### src/hdl/mwd_pkg.sv
`timescale 1ns / 1ps
package mwd_pkg;

	// Route handling
	localparam int ROUTE_HOPS = 10;
	localparam int ROUTE_W = 30;
	localparam logic [ROUTE_W-1:0] ROUTE_MASK = (3 * ROUTE_HOPS >= ROUTE_W) ?
		{ROUTE_W{1'b1}} : ROUTE_W'((64'd1 << (3 * ROUTE_HOPS)) - 64'd1);
	localparam logic [2:0] LAST_WAYPOINT = 3'd4;

	// Angles in Q.12 and Q.16
	localparam logic signed [17:0] PI_Q12 = 18'sd12868;
	localparam logic signed [17:0] TWO_PI_Q12 = 18'sd25736;
	localparam logic signed [18:0] HALF_PI_Q16 = 19'sd102944;
	localparam logic signed [17:0] HEAD_TOL = 18'sd4;

	// Distances in squared Q.10 units
	localparam logic [33:0] ARRIVE_D2 = 34'd1;
	localparam logic [33:0] NEAR_D2 = 34'd10485;
	localparam logic signed [16:0] WAYPT = 17'sd2048;

	// Wheel kinematics
	localparam logic signed [31:0] K_TURN = 32'sd404750336;
	localparam logic signed [31:0] KIN_GAIN = 32'sd1000;
	localparam logic signed [35:0] SPEED_NUM = 36'sd37;
	localparam logic [32:0] DEN_TURN = 33'd2002060;
	localparam logic [32:0] DEN_TURN_NEAR = 33'd8008240;
	localparam logic [32:0] DEN_STILL = 33'd320000;
	localparam logic [32:0] DEN_STILL_NEAR = 33'd1280000;

	// Sequencer step counts (last count of each phase)
	localparam logic [5:0] CORDIC_LAST = 6'd15;
	localparam logic [5:0] MUL_LAST = 6'd10;
	localparam logic [5:0] SQRT_LAST = 6'd31;
	localparam logic [5:0] DIV_LAST = 6'd16;
	localparam logic [2:0] JOB_U1 = 3'd1;
	localparam logic [2:0] JOB_LAST = 3'd5;

	typedef enum logic [3:0] {
		ST_IDLE,
		ST_LOAD,
		ST_CORDIC,
		ST_HEAD,
		ST_MUL,
		ST_SQRT,
		ST_KIN1,
		ST_KIN2,
		ST_DPREP,
		ST_DIV,
		ST_DSTORE,
		ST_DONE
	} state_t;

	typedef enum logic [3:0] {
		OP_NONE,
		OP_CAPTURE,
		OP_LOAD,
		OP_CORDIC,
		OP_HEAD,
		OP_MUL,
		OP_SQRT,
		OP_KIN1,
		OP_KIN2,
		OP_DPREP,
		OP_DIV,
		OP_DSTORE,
		OP_EMIT
	} op_t;

	typedef struct packed {
		op_t        op;
		logic [5:0] cnt;
		logic [2:0] job;
	} cmd_t;

	typedef struct packed {
		logic restart;
		logic arrived;
		logic out_busy;
	} sts_t;

	// CORDIC arctangent table, Q.16 radians.
	function automatic logic signed [18:0] atan_q16(input logic [3:0] i);
		logic signed [18:0] v;
		begin
			case (i)
				4'd0: v = 19'sd51472;
				4'd1: v = 19'sd30385;
				4'd2: v = 19'sd16055;
				4'd3: v = 19'sd8150;
				4'd4: v = 19'sd4091;
				4'd5: v = 19'sd2047;
				4'd6: v = 19'sd1024;
				4'd7: v = 19'sd512;
				4'd8: v = 19'sd256;
				4'd9: v = 19'sd128;
				4'd10: v = 19'sd64;
				4'd11: v = 19'sd32;
				4'd12: v = 19'sd16;
				4'd13: v = 19'sd8;
				4'd14: v = 19'sd4;
				4'd15: v = 19'sd2;
				default: v = 19'sd0;
			endcase
			return v;
		end
	endfunction

	function automatic logic signed [16:0] waypt_x(input logic [2:0] g);
		logic signed [16:0] v;
		begin
			case (g)
				3'd2: v = -WAYPT;
				3'd4: v = WAYPT;
				default: v = 17'sd0;
			endcase
			return v;
		end
	endfunction

	function automatic logic signed [16:0] waypt_y(input logic [2:0] g);
		logic signed [16:0] v;
		begin
			case (g)
				3'd1: v = WAYPT;
				3'd3: v = -WAYPT;
				default: v = 17'sd0;
			endcase
			return v;
		end
	endfunction

endpackage

### src/hdl/mwd_ctrl.sv
`timescale 1ns / 1ps
module mwd_ctrl (
	input  logic            clk,
	input  logic            arst_n,
	input  logic            in_valid,
	output logic            in_ready,
	input  mwd_pkg::sts_t   sts,
	output mwd_pkg::cmd_t   cmd
);

	mwd_pkg::state_t state_q, state_d;
	logic [5:0] cnt_q, cnt_d;
	logic [2:0] job_q, job_d;

	always_ff @(posedge clk or negedge arst_n) begin
		if (!arst_n) begin
			state_q <= mwd_pkg::ST_IDLE;
			cnt_q   <= '0;
			job_q   <= '0;
		end else begin
			state_q <= state_d;
			cnt_q   <= cnt_d;
			job_q   <= job_d;
		end
	end

	always_comb begin
		state_d  = state_q;
		cnt_d    = cnt_q;
		job_d    = job_q;
		in_ready = 1'b0;
		cmd.op   = mwd_pkg::OP_NONE;
		cmd.cnt  = cnt_q;
		cmd.job  = job_q;
		case (state_q)
			mwd_pkg::ST_IDLE: begin
				in_ready = 1'b1;
				if (in_valid) begin
					cmd.op  = mwd_pkg::OP_CAPTURE;
					state_d = mwd_pkg::ST_LOAD;
				end
			end
			mwd_pkg::ST_LOAD: begin
				cmd.op = mwd_pkg::OP_LOAD;
				cnt_d  = '0;
				state_d = sts.restart ? mwd_pkg::ST_DONE : mwd_pkg::ST_CORDIC;
			end
			mwd_pkg::ST_CORDIC: begin
				cmd.op = mwd_pkg::OP_CORDIC;
				if (cnt_q == mwd_pkg::CORDIC_LAST) begin
					state_d = mwd_pkg::ST_HEAD;
				end else begin
					cnt_d = cnt_q + 6'd1;
				end
			end
			mwd_pkg::ST_HEAD: begin
				cmd.op  = mwd_pkg::OP_HEAD;
				cnt_d   = '0;
				state_d = mwd_pkg::ST_MUL;
			end
			mwd_pkg::ST_MUL: begin
				cmd.op = mwd_pkg::OP_MUL;
				if (cnt_q == mwd_pkg::MUL_LAST) begin
					cnt_d   = '0;
					state_d = sts.arrived ? mwd_pkg::ST_DONE : mwd_pkg::ST_SQRT;
				end else begin
					cnt_d = cnt_q + 6'd1;
				end
			end
			mwd_pkg::ST_SQRT: begin
				cmd.op = mwd_pkg::OP_SQRT;
				if (cnt_q == mwd_pkg::SQRT_LAST) begin
					cnt_d   = '0;
					job_d   = '0;
					state_d = mwd_pkg::ST_DPREP;
				end else begin
					cnt_d = cnt_q + 6'd1;
				end
			end
			mwd_pkg::ST_KIN1: begin
				cmd.op  = mwd_pkg::OP_KIN1;
				state_d = mwd_pkg::ST_KIN2;
			end
			mwd_pkg::ST_KIN2: begin
				cmd.op  = mwd_pkg::OP_KIN2;
				state_d = mwd_pkg::ST_DPREP;
			end
			mwd_pkg::ST_DPREP: begin
				cmd.op  = mwd_pkg::OP_DPREP;
				cnt_d   = '0;
				state_d = mwd_pkg::ST_DIV;
			end
			mwd_pkg::ST_DIV: begin
				cmd.op = mwd_pkg::OP_DIV;
				if (cnt_q == mwd_pkg::DIV_LAST) begin
					state_d = mwd_pkg::ST_DSTORE;
				end else begin
					cnt_d = cnt_q + 6'd1;
				end
			end
			mwd_pkg::ST_DSTORE: begin
				cmd.op = mwd_pkg::OP_DSTORE;
				if (job_q == mwd_pkg::JOB_LAST) begin
					state_d = mwd_pkg::ST_DONE;
				end else begin
					job_d   = job_q + 3'd1;
					state_d = (job_q >= mwd_pkg::JOB_U1) ? mwd_pkg::ST_KIN1 :
						mwd_pkg::ST_DPREP;
				end
			end
			mwd_pkg::ST_DONE: begin
				if (!sts.out_busy) begin
					cmd.op  = mwd_pkg::OP_EMIT;
					state_d = mwd_pkg::ST_IDLE;
				end
			end
			default: begin
				state_d = mwd_pkg::ST_IDLE;
			end
		endcase
	end

`ifndef SYNTHESIS
	a_accept_to_load: assert property (@(posedge clk) disable iff (!arst_n)
		(state_q == mwd_pkg::ST_IDLE && in_valid) |=> (state_q == mwd_pkg::ST_LOAD))
		else $error("accepted transaction did not start the load step");
	a_emit_free: assert property (@(posedge clk) disable iff (!arst_n)
		(cmd.op == mwd_pkg::OP_EMIT) |-> !sts.out_busy)
		else $error("result emitted over an unread result");
	a_div_bound: assert property (@(posedge clk) disable iff (!arst_n)
		(state_q == mwd_pkg::ST_DIV) |-> (cnt_q <= mwd_pkg::DIV_LAST))
		else $error("divider ran past its last quotient bit");
`endif

endmodule

### src/hdl/mwd_datapath.sv
`timescale 1ns / 1ps
module mwd_datapath (
	input  logic           clk,
	input  logic           arst_n,
	input  mwd_pkg::cmd_t  cmd,
	output mwd_pkg::sts_t  sts,
	input  logic [63:0]    in_data,
	input  logic           in_user,
	input  logic           cfg_we,
	input  logic [1:0]     cfg_index,
	input  logic [29:0]    cfg_data,
	output logic           out_valid,
	input  logic           out_ready,
	output logic [71:0]    out_data
);

	// Configuration and navigation state
	logic signed [15:0] tgt_x_q, tgt_y_q;
	logic signed [14:0] tgt_hd_q;
	logic [29:0] route_word_q, route_rem_q;
	logic route_loaded_q, last_arrived_q;
	logic [2:0] goal_q;

	// Item payload and working registers
	logic restart_q;
	logic signed [15:0] pos_x_q, pos_y_q, nx_q, ny_q;
	logic signed [25:0] cx_q, cy_q;
	logic signed [18:0] cz_q;
	logic turn_q, dir_q;
	logic signed [16:0] dx_q, dy_q;
	logic signed [50:0] prod_q, acc_q;
	logic [33:0] d2_q;
	logic [31:0] n2_q;
	logic signed [33:0] e0_q, e1_q;
	logic [63:0] sq_v_q, sq_r_q, sq_bit_q;
	logic signed [31:0] m_q;
	logic signed [35:0] num_q;
	logic [49:0] rem_q, dsh_q;
	logic [16:0] quo_q;
	logic neg_q;
	logic signed [17:0] u0_q, u1_q;
	logic signed [14:0] w_q [4];
	logic out_valid_q;
	logic [71:0] out_data_q;

	// Combinational intermediates
	logic [29:0] rem_src;
	logic [2:0] digit;
	logic signed [25:0] xs, ys, ysh, xsh;
	logic signed [18:0] tab, zr;
	logic signed [15:0] ang;
	logic signed [17:0] alpha, err, diff, v1, v2, v3;
	logic signed [16:0] gx, gy;
	logic signed [15:0] nxm;
	logic signed [17:0] mul_a;
	logic signed [32:0] mul_b;
	logic signed [50:0] prod;
	logic [63:0] sq_t;
	logic [31:0] dd;
	logic [32:0] dd_nz;
	logic [1:0] wi;
	logic signed [18:0] base;
	logic signed [31:0] ktv;
	logic signed [33:0] e_sel;
	logic [32:0] e_mag;
	logic [35:0] num_mag;
	logic [32:0] den;
	logic [49:0] div_n;
	logic [32:0] div_d;
	logic div_neg;
	logic [17:0] quo_s;
	logic arr_now;

	always_comb begin
		rem_src = route_loaded_q ? route_rem_q : (route_word_q & mwd_pkg::ROUTE_MASK);
		digit   = rem_src[2:0];

		// CORDIC start: scale by 256 and fold the left half plane
		xs = {{2{nx_q[15]}}, nx_q, 8'd0};
		ys = {{2{ny_q[15]}}, ny_q, 8'd0};
		ysh = cy_q >>> cmd.cnt[3:0];
		xsh = cx_q >>> cmd.cnt[3:0];
		tab = mwd_pkg::atan_q16(cmd.cnt[3:0]);

		zr    = cz_q + 19'sd8;
		ang   = 16'(-(zr >>> 4));
		alpha = 18'(tgt_hd_q);
		err   = alpha - 18'(ang);
		diff  = 18'(ang) - alpha;
		v1    = (diff < 0) ? diff + mwd_pkg::TWO_PI_Q12 : diff;
		v2    = (v1 < 0) ? v1 + mwd_pkg::TWO_PI_Q12 : v1;
		v3    = (v2 >= mwd_pkg::TWO_PI_Q12) ? v2 - mwd_pkg::TWO_PI_Q12 : v2;

		if (goal_q == 3'd0) begin
			gx = 17'(tgt_x_q);
			gy = 17'(tgt_y_q);
		end else begin
			gx = mwd_pkg::waypt_x(goal_q);
			gy = mwd_pkg::waypt_y(goal_q);
		end

		// A zero compass vector leaves the body frame equal to the world frame
		nxm = (nx_q == 16'sd0 && ny_q == 16'sd0) ? 16'sd1 : nx_q;
		case (cmd.cnt)
			6'd0: begin mul_a = 18'(dx_q); mul_b = 33'(dx_q); end
			6'd1: begin mul_a = 18'(dy_q); mul_b = 33'(dy_q); end
			6'd2: begin mul_a = 18'(nxm);  mul_b = 33'(nxm);  end
			6'd3: begin mul_a = 18'(ny_q); mul_b = 33'(ny_q); end
			6'd4: begin mul_a = 18'(dx_q); mul_b = 33'(nxm);  end
			6'd5: begin mul_a = 18'(dy_q); mul_b = 33'(ny_q); end
			6'd6: begin mul_a = 18'(dy_q); mul_b = 33'(nxm);  end
			6'd7: begin mul_a = 18'(dx_q); mul_b = 33'(ny_q); end
			6'd8: begin
				mul_a = signed'({1'b0, d2_q[16:0]});
				mul_b = signed'({1'b0, n2_q});
			end
			6'd9: begin
				mul_a = signed'({1'b0, d2_q[33:17]});
				mul_b = signed'({1'b0, n2_q});
			end
			default: begin mul_a = '0; mul_b = '0; end
		endcase
		prod = 51'(mul_a) * 51'(mul_b);

		sq_t  = sq_r_q + sq_bit_q;
		dd    = sq_r_q[31:0];
		dd_nz = (dd == 32'd0) ? 33'd1 : {1'b0, dd};

		wi   = 2'(cmd.job - 3'd2);
		base = (wi == 2'd0 || wi == 2'd3) ? 19'(u0_q) - 19'(u1_q) : 19'(u0_q) + 19'(u1_q);
		ktv  = turn_q ? (dir_q ? mwd_pkg::K_TURN : -mwd_pkg::K_TURN) : 32'sd0;

		e_sel   = (cmd.job == 3'd0) ? e0_q : e1_q;
		e_mag   = 33'(e_sel[33] ? -e_sel : e_sel);
		num_mag = num_q[35] ? 36'(-num_q) : 36'(num_q);
		if (turn_q) begin
			den = (d2_q <= mwd_pkg::NEAR_D2) ? mwd_pkg::DEN_TURN_NEAR : mwd_pkg::DEN_TURN;
		end else begin
			den = (d2_q <= mwd_pkg::NEAR_D2) ? mwd_pkg::DEN_STILL_NEAR : mwd_pkg::DEN_STILL;
		end
		if (cmd.job <= mwd_pkg::JOB_U1) begin
			div_n   = {1'b0, e_mag, 16'd0} + 50'(dd_nz >> 1);
			div_d   = dd_nz;
			div_neg = e_sel[33];
		end else begin
			div_n   = 50'(num_mag) + 50'(den >> 1);
			div_d   = den;
			div_neg = num_q[35];
		end
		quo_s = neg_q ? -{1'b0, quo_q} : {1'b0, quo_q};

		arr_now = !restart_q && (d2_q <= mwd_pkg::ARRIVE_D2);
	end

	assign sts.restart  = restart_q;
	assign sts.arrived  = d2_q <= mwd_pkg::ARRIVE_D2;
	assign sts.out_busy = out_valid_q && !out_ready;
	assign out_valid    = out_valid_q;
	assign out_data     = out_data_q;

	// Configuration, navigation state and output valid
	always_ff @(posedge clk or negedge arst_n) begin
		if (!arst_n) begin
			tgt_x_q        <= '0;
			tgt_y_q        <= '0;
			tgt_hd_q       <= '0;
			route_word_q   <= '0;
			route_rem_q    <= '0;
			route_loaded_q <= 1'b0;
			last_arrived_q <= 1'b1;
			goal_q         <= '0;
			out_valid_q    <= 1'b0;
		end else begin
			if (cfg_we) begin
				case (cfg_index)
					2'd0: tgt_x_q <= signed'(cfg_data[15:0]);
					2'd1: tgt_y_q <= signed'(cfg_data[15:0]);
					2'd2: tgt_hd_q <= signed'(cfg_data[14:0]);
					2'd3: route_word_q <= cfg_data;
					default: tgt_x_q <= tgt_x_q;
				endcase
			end
			if (cmd.op == mwd_pkg::OP_LOAD) begin
				if (restart_q) begin
					route_rem_q    <= '0;
					route_loaded_q <= 1'b0;
					last_arrived_q <= 1'b1;
					goal_q         <= '0;
				end else if (last_arrived_q) begin
					route_rem_q    <= rem_src >> 3;
					route_loaded_q <= 1'b1;
					goal_q         <= (digit <= mwd_pkg::LAST_WAYPOINT) ? digit : 3'd0;
				end
			end
			if (cmd.op == mwd_pkg::OP_EMIT) begin
				last_arrived_q <= restart_q ? 1'b1 : arr_now;
				out_valid_q    <= 1'b1;
			end else if (out_ready) begin
				out_valid_q <= 1'b0;
			end
		end
	end

	// Working registers
	always_ff @(posedge clk) begin
		case (cmd.op)
			mwd_pkg::OP_CAPTURE: begin
				restart_q <= in_user;
				pos_x_q   <= signed'(in_data[15:0]);
				pos_y_q   <= signed'(in_data[31:16]);
				nx_q      <= signed'(in_data[47:32]);
				ny_q      <= signed'(in_data[63:48]);
			end
			mwd_pkg::OP_LOAD: begin
				for (int k = 0; k < 4; k++) begin
					w_q[k] <= '0;
				end
				if (xs < 0) begin
					if (ys >= 0) begin
						cx_q <= ys;
						cy_q <= -xs;
						cz_q <= mwd_pkg::HALF_PI_Q16;
					end else begin
						cx_q <= -ys;
						cy_q <= xs;
						cz_q <= -mwd_pkg::HALF_PI_Q16;
					end
				end else begin
					cx_q <= xs;
					cy_q <= ys;
					cz_q <= '0;
				end
			end
			mwd_pkg::OP_CORDIC: begin
				if (cy_q > 0) begin
					cx_q <= cx_q + ysh;
					cy_q <= cy_q - xsh;
					cz_q <= cz_q + tab;
				end else if (cy_q < 0) begin
					cx_q <= cx_q - ysh;
					cy_q <= cy_q + xsh;
					cz_q <= cz_q - tab;
				end
			end
			mwd_pkg::OP_HEAD: begin
				turn_q <= (err > mwd_pkg::HEAD_TOL) || (err < -mwd_pkg::HEAD_TOL);
				dir_q  <= (v3 > 0) && (v3 < mwd_pkg::PI_Q12);
				dx_q   <= gx - 17'(pos_x_q);
				dy_q   <= gy - 17'(pos_y_q);
			end
			mwd_pkg::OP_MUL: begin
				prod_q <= prod;
				// Each product is folded in the cycle after it was formed
				case (cmd.cnt)
					6'd1, 6'd3, 6'd5, 6'd7, 6'd9: acc_q <= prod_q;
					6'd2: d2_q <= 34'(acc_q + prod_q);
					6'd4: n2_q <= 32'(acc_q + prod_q);
					6'd6: e0_q <= 34'(acc_q + prod_q);
					6'd8: e1_q <= 34'(acc_q - prod_q);
					6'd10: begin
						sq_v_q   <= 64'(acc_q) + (64'(prod_q) << 17);
						sq_r_q   <= '0;
						sq_bit_q <= 64'd1 << 62;
					end
					default: acc_q <= acc_q;
				endcase
			end
			mwd_pkg::OP_SQRT: begin
				if (sq_v_q >= sq_t) begin
					sq_v_q <= sq_v_q - sq_t;
					sq_r_q <= (sq_r_q >> 1) + sq_bit_q;
				end else begin
					sq_r_q <= sq_r_q >> 1;
				end
				sq_bit_q <= sq_bit_q >> 2;
			end
			mwd_pkg::OP_KIN1: begin
				m_q <= 32'(base) * mwd_pkg::KIN_GAIN + (wi[0] ? ktv : -ktv);
			end
			mwd_pkg::OP_KIN2: begin
				num_q <= 36'(m_q) * mwd_pkg::SPEED_NUM;
			end
			mwd_pkg::OP_DPREP: begin
				rem_q <= div_n;
				dsh_q <= {1'b0, div_d, 16'd0};
				quo_q <= '0;
				neg_q <= div_neg;
			end
			mwd_pkg::OP_DIV: begin
				if (rem_q >= dsh_q) begin
					rem_q <= rem_q - dsh_q;
					quo_q <= {quo_q[15:0], 1'b1};
				end else begin
					quo_q <= {quo_q[15:0], 1'b0};
				end
				dsh_q <= dsh_q >> 1;
			end
			mwd_pkg::OP_DSTORE: begin
				case (cmd.job)
					3'd0: u0_q <= signed'(quo_s);
					3'd1: u1_q <= signed'(quo_s);
					default: w_q[wi] <= signed'(quo_s[14:0]);
				endcase
			end
			mwd_pkg::OP_EMIT: begin
				out_data_q <= {7'd0, goal_q, arr_now && (goal_q == 3'd0), arr_now,
					w_q[3], w_q[2], w_q[1], w_q[0]};
			end
			default: begin
				neg_q <= neg_q;
			end
		endcase
	end

`ifndef SYNTHESIS
	a_arrived_still: assert property (@(posedge clk) disable iff (!arst_n)
		(out_valid_q && out_data_q[60]) |-> (out_data_q[59:0] == 60'd0))
		else $error("wheel speeds not zero on an arrived result");
	a_done_final: assert property (@(posedge clk) disable iff (!arst_n)
		(out_valid_q && out_data_q[61]) |-> (out_data_q[60] && out_data_q[64:62] == 3'd0))
		else $error("route completion flagged away from the final target");
`endif

endmodule

### src/hdl/mecanum_waypoint_drive_unit.sv
`timescale 1ns / 1ps
// Result path: a restart goes from capture and load straight to the done state; a tick
// at its goal adds CORDIC, heading and multiply; a driving tick runs every phase.
// Throughput: one item at a time; the next item is taken once the previous result is
// registered, so the rate is set by the 32-step square root and six 17-step divisions.
// Reset (arst_n low, asynchronous) clears the control, configuration and navigation
// registers, with the previous-arrival flag set so that the first tick takes the first
// route digit; the arithmetic working registers are loaded by each item before use.
module mecanum_waypoint_drive_unit (
	input  logic        clk,
	input  logic        arst_n,
	// Input items
	input  logic        s_axis_tvalid,
	output logic        s_axis_tready,
	input  logic [63:0] s_axis_tdata,  // pos_x[15:0], pos_y[31:16], north_x[47:32],
	                                   // north_y[63:48]
	input  logic [0:0]  s_axis_tuser,  // action[0]: 0 control tick, 1 restart
	// Result items
	output logic        m_axis_tvalid,
	input  logic        m_axis_tready,
	output logic [71:0] m_axis_tdata,  // wheel_speed_1[14:0], wheel_speed_2[29:15],
	                                   // wheel_speed_3[44:30], wheel_speed_4[59:45],
	                                   // arrived[60], route_done[61], goal_index[64:62],
	                                   // zeros[71:65]
	// Register writes
	input  logic        cfg_valid,
	output logic        cfg_ready,
	input  logic [1:0]  cfg_index,
	input  logic [29:0] cfg_data
);

	// The controller steps one item through heading, distance, square root, kinematics and
	// division phases; the datapath holds every arithmetic register and the result
	// register, so a finished result can wait while the next transaction is taken.
	mwd_pkg::cmd_t cmd;
	mwd_pkg::sts_t sts;

	// Writes are always taken; the host only writes while the unit is idle (unenforced).
	assign cfg_ready = 1'b1;

	mwd_ctrl u_ctrl (
		.clk      (clk),
		.arst_n   (arst_n),
		.in_valid (s_axis_tvalid),
		.in_ready (s_axis_tready),
		.sts      (sts),
		.cmd      (cmd)
	);

	mwd_datapath u_datapath (
		.clk       (clk),
		.arst_n    (arst_n),
		.cmd       (cmd),
		.sts       (sts),
		.in_data   (s_axis_tdata),
		.in_user   (s_axis_tuser[0]),
		.cfg_we    (cfg_valid),
		.cfg_index (cfg_index),
		.cfg_data  (cfg_data),
		.out_valid (m_axis_tvalid),
		.out_ready (m_axis_tready),
		.out_data  (m_axis_tdata)
	);

endmodule
### config.mk
export PLATFORM = sky130hd
export DESIGN_NAME = mecanum_waypoint_drive_unit
export DESIGN_NICKNAME = d
export VERILOG_FILES = /design/src/hdl/mwd_pkg.sv /design/src/hdl/mwd_ctrl.sv /design/src/hdl/mwd_datapath.sv /design/src/hdl/mecanum_waypoint_drive_unit.sv
export SDC_FILE = /design/constraint.sdc
export NUM_CORES = 2
export LEC_CHECK = 0
export BUFFER_PORTS_ARGS = -buffer_cell sky130_fd_sc_hd__buf_4
export CAP_MARGIN = 20
export CORE_MARGIN = 2
export CORE_UTILIZATION = 55
export DETAILED_ROUTE_END_ITERATION = 6
export GPL_TIMING_DRIVEN = 0
export PLACE_DENSITY = 0.85
export SYNTH_ARGS = -nofsm -noshare
export SYNTH_HDL_FRONTEND = slang
export SYNTH_SLANG_ARGS = --single-unit
### constraint.sdc
create_clock -name clk -period 11.8 [get_ports clk]
set_input_delay 1.77 -clock clk [delete_from_list [all_inputs] [get_ports clk]]
set_output_delay 1.77 -clock clk [all_outputs]
set_load 0.02 [all_outputs]
# == After elaboration in Yosys (flattened, before gate mapping) ==
# Memories as Yosys holds them, arrays and structs flattened. A register that Yosys moved wholly into a read port is not among the register bits.
# Cells that the tools add are included.
# classes
add_sub_neg,36
multipliers,3
n_lt_le_gt_ge,18
eq_ne,59
shifts,2
n_mux,98
n_reduce_logical,56
# op_table
cell,n
64-bit case mux with 2 select lines,3
64-bit 2-to-1 mux,5
26-bit 2-to-1 mux,8
50-bit case mux with 2 select lines,2
33-bit case mux with 5 select lines,1
32-bit 2-to-1 mux,4
18-bit case mux with 6 select lines,1
26-bit case mux with 2 select lines,2
17-bit case mux with 2 select lines,3
50-bit 2-to-1 mux,2
33-bit 2-to-1 mux,3
4-bit case mux with 12 select lines,2
19-bit 2-to-1 mux,5
30-bit 2-to-1 mux,3
18-bit 2-to-1 mux,4
51-bit by 64-bit adder with 64-bit output,1
63-bit by 64-bit adder with 64-bit output,1
64-bit adder,1
64-bit greater-or-equal comparator,1
64-bit subtractor,1
26-bit adder,2
24-bit negator with 26-bit output,2
26-bit by 4-bit >>> shifter with 26-bit output,2
26-bit subtractor,2
95 further kinds,211
# totals
reg_bits,1013
ramBits,60
mem_bits_ro,256
output_inout_bits,75
wordCells,316
mem_count,2
# mem_list
name,depth,word_bits,read_ports,rd_ports_with_merged_regs,write_ports,line,text
(no name shown),16,16,1,0,0,mwd_pkg.sv:86,case (i)
u_datapath.w_q,4,15,4,4,4,mwd_datapath.sv:42,logic signed [14:0] w_q [4];

# == Depth between registers and ports, before layout ==
# depth
ltp_word,11
depth_mapped,46
ltp_nobuf,42

# == Hierarchy ==
# From an unflattened synthesis, not the netlist that was laid out.
# hier_totals
cells_unflattened,10245
area_unflattened_um2,97307.1
# modules_own_cells
mod,n_inst,cells_each,area_each_um2,seq_area_each_um2
mwd_datapath,1,10110,96247.3,29990.0
mwd_ctrl,1,133,1048.5,325.3
mecanum_waypoint_drive_unit,1,2,11.3,0.0

# == Least setup slack after synthesis ==
# No wires, ideal clock.
# synth_path
path_kind,register -> register
startpoint,reg u_ctrl.cnt_q[1]
endpoint,reg u_datapath.prod_q[49] (data pin)
setup_time_ns,0.258
arrival_time_ns,10.782
required_ns,11.542
setup_slack_ns,0.761
path_stages_with_launch,41
period_less_slack_ns,11.039
path_cell_list,dfrtp_1 > buf_1 > buf_2 > buf_2 > buf_2 > clkbuf_1 > inv_1 > ha_1 > clkbuf_1 > and3_1 > clkbuf_1 > or2_2 > clkbuf_1 > clkbuf_1 > a221oi_1 > nor2_1 > fa_1 > fa_1 > (+5 left out) > fa_1 > inv_1 > fa_1 > ha_1 > o21a_1 > o211ai_1 > o21ai_0 > a21o_1 > a41oi_1 > a311oi_1 > o311a_1 > o2111ai_1 > a21boi_0 > and3_1 > or4_1 > a31o_2 > a21oi_1 > xnor2_1
# synth_between
elab_chain_cells,4
word_cells_on_any_way,18
cone_classes,1 x mul; 9 x eq/ne; 2 x mux; 6 x reduce/logical
# synth_lines
item,line,text
"start, declared",mwd_ctrl.sv:12,"logic [5:0] cnt_q, cnt_d;"
"start signal, assigned",mwd_ctrl.sv:22,cnt_q <= cnt_d;
"6-bit by 3-bit equality test with 1-bit output, or another cell as far along",mwd_datapath.sv:104,case (cmd.cnt)
3-bit OR reduction (no line) or 2-bit OR reduction (tied branches),-,
18-bit case mux with 6 select lines or 33-bit case mux with 5 select lines (tied branches),mwd_datapath.sv:104,
18-bit by 33-bit multiplier with 51-bit output *,mwd_datapath.sv:123,prod = 51'(mul_a) * 51'(mul_b);
via u_datapath.prod[49],mwd_datapath.sv:57,logic signed [50:0] prod;
"end signal, assigned",mwd_datapath.sv:252,prod_q <= prod;
"end, declared",mwd_datapath.sv:31,"logic signed [50:0] prod_q, acc_q;"
# The timed path passes the listed nets; every way through them passes the cells marked *.
# A chain may end at the register's enable or synchronous reset.

# == Worst setup path in the final report ==
# layout_path
startpoint,reg u_ctrl.cnt_q[2]
endpoint,reg u_datapath.prod_q[49] (data pin)
# Same word-level chain as after synthesis.

==> flow_summary.ini <==
[critical_path]
critPathMaxFanout = 19
cp_common_cell = fa_1
r2r_slack_ns = 0.34
reg2reg_from = u_ctrl.cnt_q[2]$_DFFE_PN0P_
r2r_cells = 36
worstPathArrival_ns = 12.05
cp.required_ns = 12.39
critPathLaunchType = register
crit_type = reg -> reg
critPathLaunch = u_ctrl.cnt_q[2]$_DFFE_PN0P_
rr_endpoint = u_datapath.prod_q[49]$_DFFE_PN_
cp_slowest_cell = dfrtp_1
end_kind = register
max_stage_delay_ns = 0.69

[clock_tree]
hold_buffers = 0
cts_buffer_depth = 3
cts_tree = done
cts_max_level = 3
clkLatencyLatePin_ns = 0.83
cts_sinks = 1030
path_clk_slew_ns = 0.07
cts_inserted_buffers = 115
root_buffer = clkbuf_16

[logic_synthesis]
synth.avg_cell_area_um2 = 9.41
synth-seq-area-share = 0.311
synth_area_um2 = 97600
yosys_warnings = 0
synthArstFlopShare = 0.119
synthesis.instances = 10370
synth_edf_count = 907
synth_top_cell_area_share = 0.279
yosys-top-cells-area = edfxtp_1 (28%), fa_1 (14%), ha_1 (10%)
synth-main-ff-cell = edfxtp_1
yosysTopAreaCell = edfxtp_1
synth-seq-cells = 1030
yosys.cell_types.count = 119

[grt]
grt_max_degree = 90
grt_antenna_before_repair = 19
grt_pass1_vias = 81362
grt_overflow = 0
grt_pass1_wl_mm = 476
grt_usage = 0.343

[run_status]
violations = design-rule violations
status = finished with violations

[floorplanning]
core_um2 = 176000
start_util = 0.554
dieWidth_um = 425
io_pins = 177
rows = 154
dieArea_um2 = 181000
die_y_um = 425

[sta]
tightest_slew_ns = 1.38
finalSetupViolCount = 0
fin_crit_sh = 0.972
final-hold-violation-count = 0
max_slew_margin = 0.0807
fin_ws_ns = 0.335
max_freq_mhz = 87.2
drv_slew = 0
finalClockSkew_ns = 0.104
fin_crit_ns = 11.46

[cells_and_area]
final_cells = 13150
final_common_cell = inv_1
layout-drive-gt1-share = 0.0729
final_area_um2 = 107000
mostFrequentLayoutCells = inv_1 (1205), nand2_1 (1120), edfxtp_1 (907), nor2_1 (894), ha_1 (791)
areaGrowthSynthToFinish_pct = 9.61
nets = 12283

[hold_path]
min-delay-start = u_datapath.w_q[1][10]$_SDFFCE_PN0P_
worstHoldEndpoint = m_axis_tdata[25]$_DFFE_PP_
whs_path_depth = 0
worstHoldPathType = reg -> reg

[place]
numPlacedInstances = 12928
placed_area_um2 = 103000
place_hpwl_mm = 250
gp_routability_congestion = 1.13
dpl_worst_slack_ns = -2.59
io_buffers = 168

[flow_run]
drv_cap = 0

[routing]
drt_pass1_iterations = 7
routedWlPerCell_um = 23.8
drt_iter0_markers = 10857
wl_mm = 313
viasPerCell = 6.26
vias = 82361
antenna_left = 0
route.detailed.drc = 5
[worst max-delay path: cells and delay by family (launching register included)]
kind | cells | cell delay, ns
xor gates and xnor gates | 1 | 0.09
AOI/OAI and AO/OA | 13 | 3.02
and+or+nand+nor | 6 | 1.76
buffers and inverters | 9 | 2.25
DFF | 1 | 0.69
adders and majority gates | 7 | 3.43
[area by class of cell]
class	count	area, um2
antenna	1	2.50
buffer	398	1670
clock buffer	133	3020
clock inverter	85	957
fill	14163	69300
inverter	1212	4560
multi-input combinational	7727	61600
sequential	1030	30300
tap	2340	2930
timing repair buffer	224	1940
[what timing repair did]
action,4_1_cts,5_1_grt
setup buffers,2,9
gates resized for setup,81,67
hold endpoints to repair,0,0
endpoints found under the setup margin,27,20
pin swaps,2,5
[synth_stat cells (41+ instances only)]
cell,n
a211oi_1,89
a21boi_0,41
a21o_1,181
a21oi_1,568
a31oi_1,131
and2_1,99
and3_1,96
clkbuf_1,334
dfrtp_1,122
edfxtp_1,907
fa_1,679
ha_1,794
inv_1,1208
mux2_2,97
mux2i_1,123
nand2_1,1122
nand2b_1,85
nand3_1,154
nand4_1,60
nor2_1,906
nor2b_1,90
nor3_1,183
nor4_1,46
o211ai_1,66
o21a_1,68
o21ai_0,508
o21bai_1,87
o31ai_1,58
or3_1,67
xnor2_1,474
xor2_1,321
[state kept, by name, summed over array words and instances, names as in the netlist, 34 cells and up]
name	count
m_axis_tdata	60
u_datapath.acc_q	51
u_datapath.d2_q	34
u_datapath.dsh_q	48
u_datapath.e0_q	34
u_datapath.e1_q	34
u_datapath.prod_q	51
u_datapath.rem_q	50
u_datapath.sq_r_q	64
u_datapath.sq_v_q	64
u_datapath.w_q	60
[through the flow]
step,hold slack (ns),TNS [ns],utilization
final,0.415,0,0.607
after global routing,0.424,-0.0104,0.607
after CTS,0.416,0,0.606
after detailed placement,0.405,-30.44,0.582
after global placement,0.401,-34.40,0.577
after floorplan,0.400,0,-
[worst max-delay path by stage]
| stage | endpoint | slack, ns | cells past startpoint |
|---|---|---|---|
| 2_1_floorplan | u_datapath.prod_q[49]$_DFFE_PN_ | 0.76 | 40 |
| 3_3_place_gp | u_datapath.prod_q[49]$_DFFE_PN_ | -2.67 | 40 |
| 3_5_place_dp | u_datapath.prod_q[49]$_DFFE_PN_ | -2.59 | 41 |
| 4_1_cts | u_datapath.prod_q[49]$_DFFE_PN_ | 0.0001 | 39 |
| 5_1_grt | u_datapath.prod_q[49]$_DFFE_PN_ | -0.01 | 40 |
| 6_report | u_datapath.prod_q[49]$_DFFE_PN_ | 0.34 | 36 |
[logic make-up after synthesis]
logic type,Yosys count,synth area share
compound gates,2170,0.145
xor+xnor,798,0.0719
fa+ha+maj,1473,0.241
buf+inv,1619,0.0630
flops,1030,0.311
mux,239,0.0282
other cells,2,0.0000769
simple gates,3039,0.141
[per-layer routing]
metal / up-vias / wire (um) / part of all wire / GRT usage
met2: 5035 / 135000 / 0.43 / 0.515
met5: - / 154 / 0.00049 / 0
met3: 952 / 40300 / 0.13 / 0.0984
met1: 39946 / 119000 / 0.38 / 0.449
li1: 36412 / - / - / -
met4: 16 / 19200 / 0.061 / 0.180
Power is left out: the tool's default activity adds up to more than one toggle a clock period on the data nets, which glitch-free logic cannot reach.
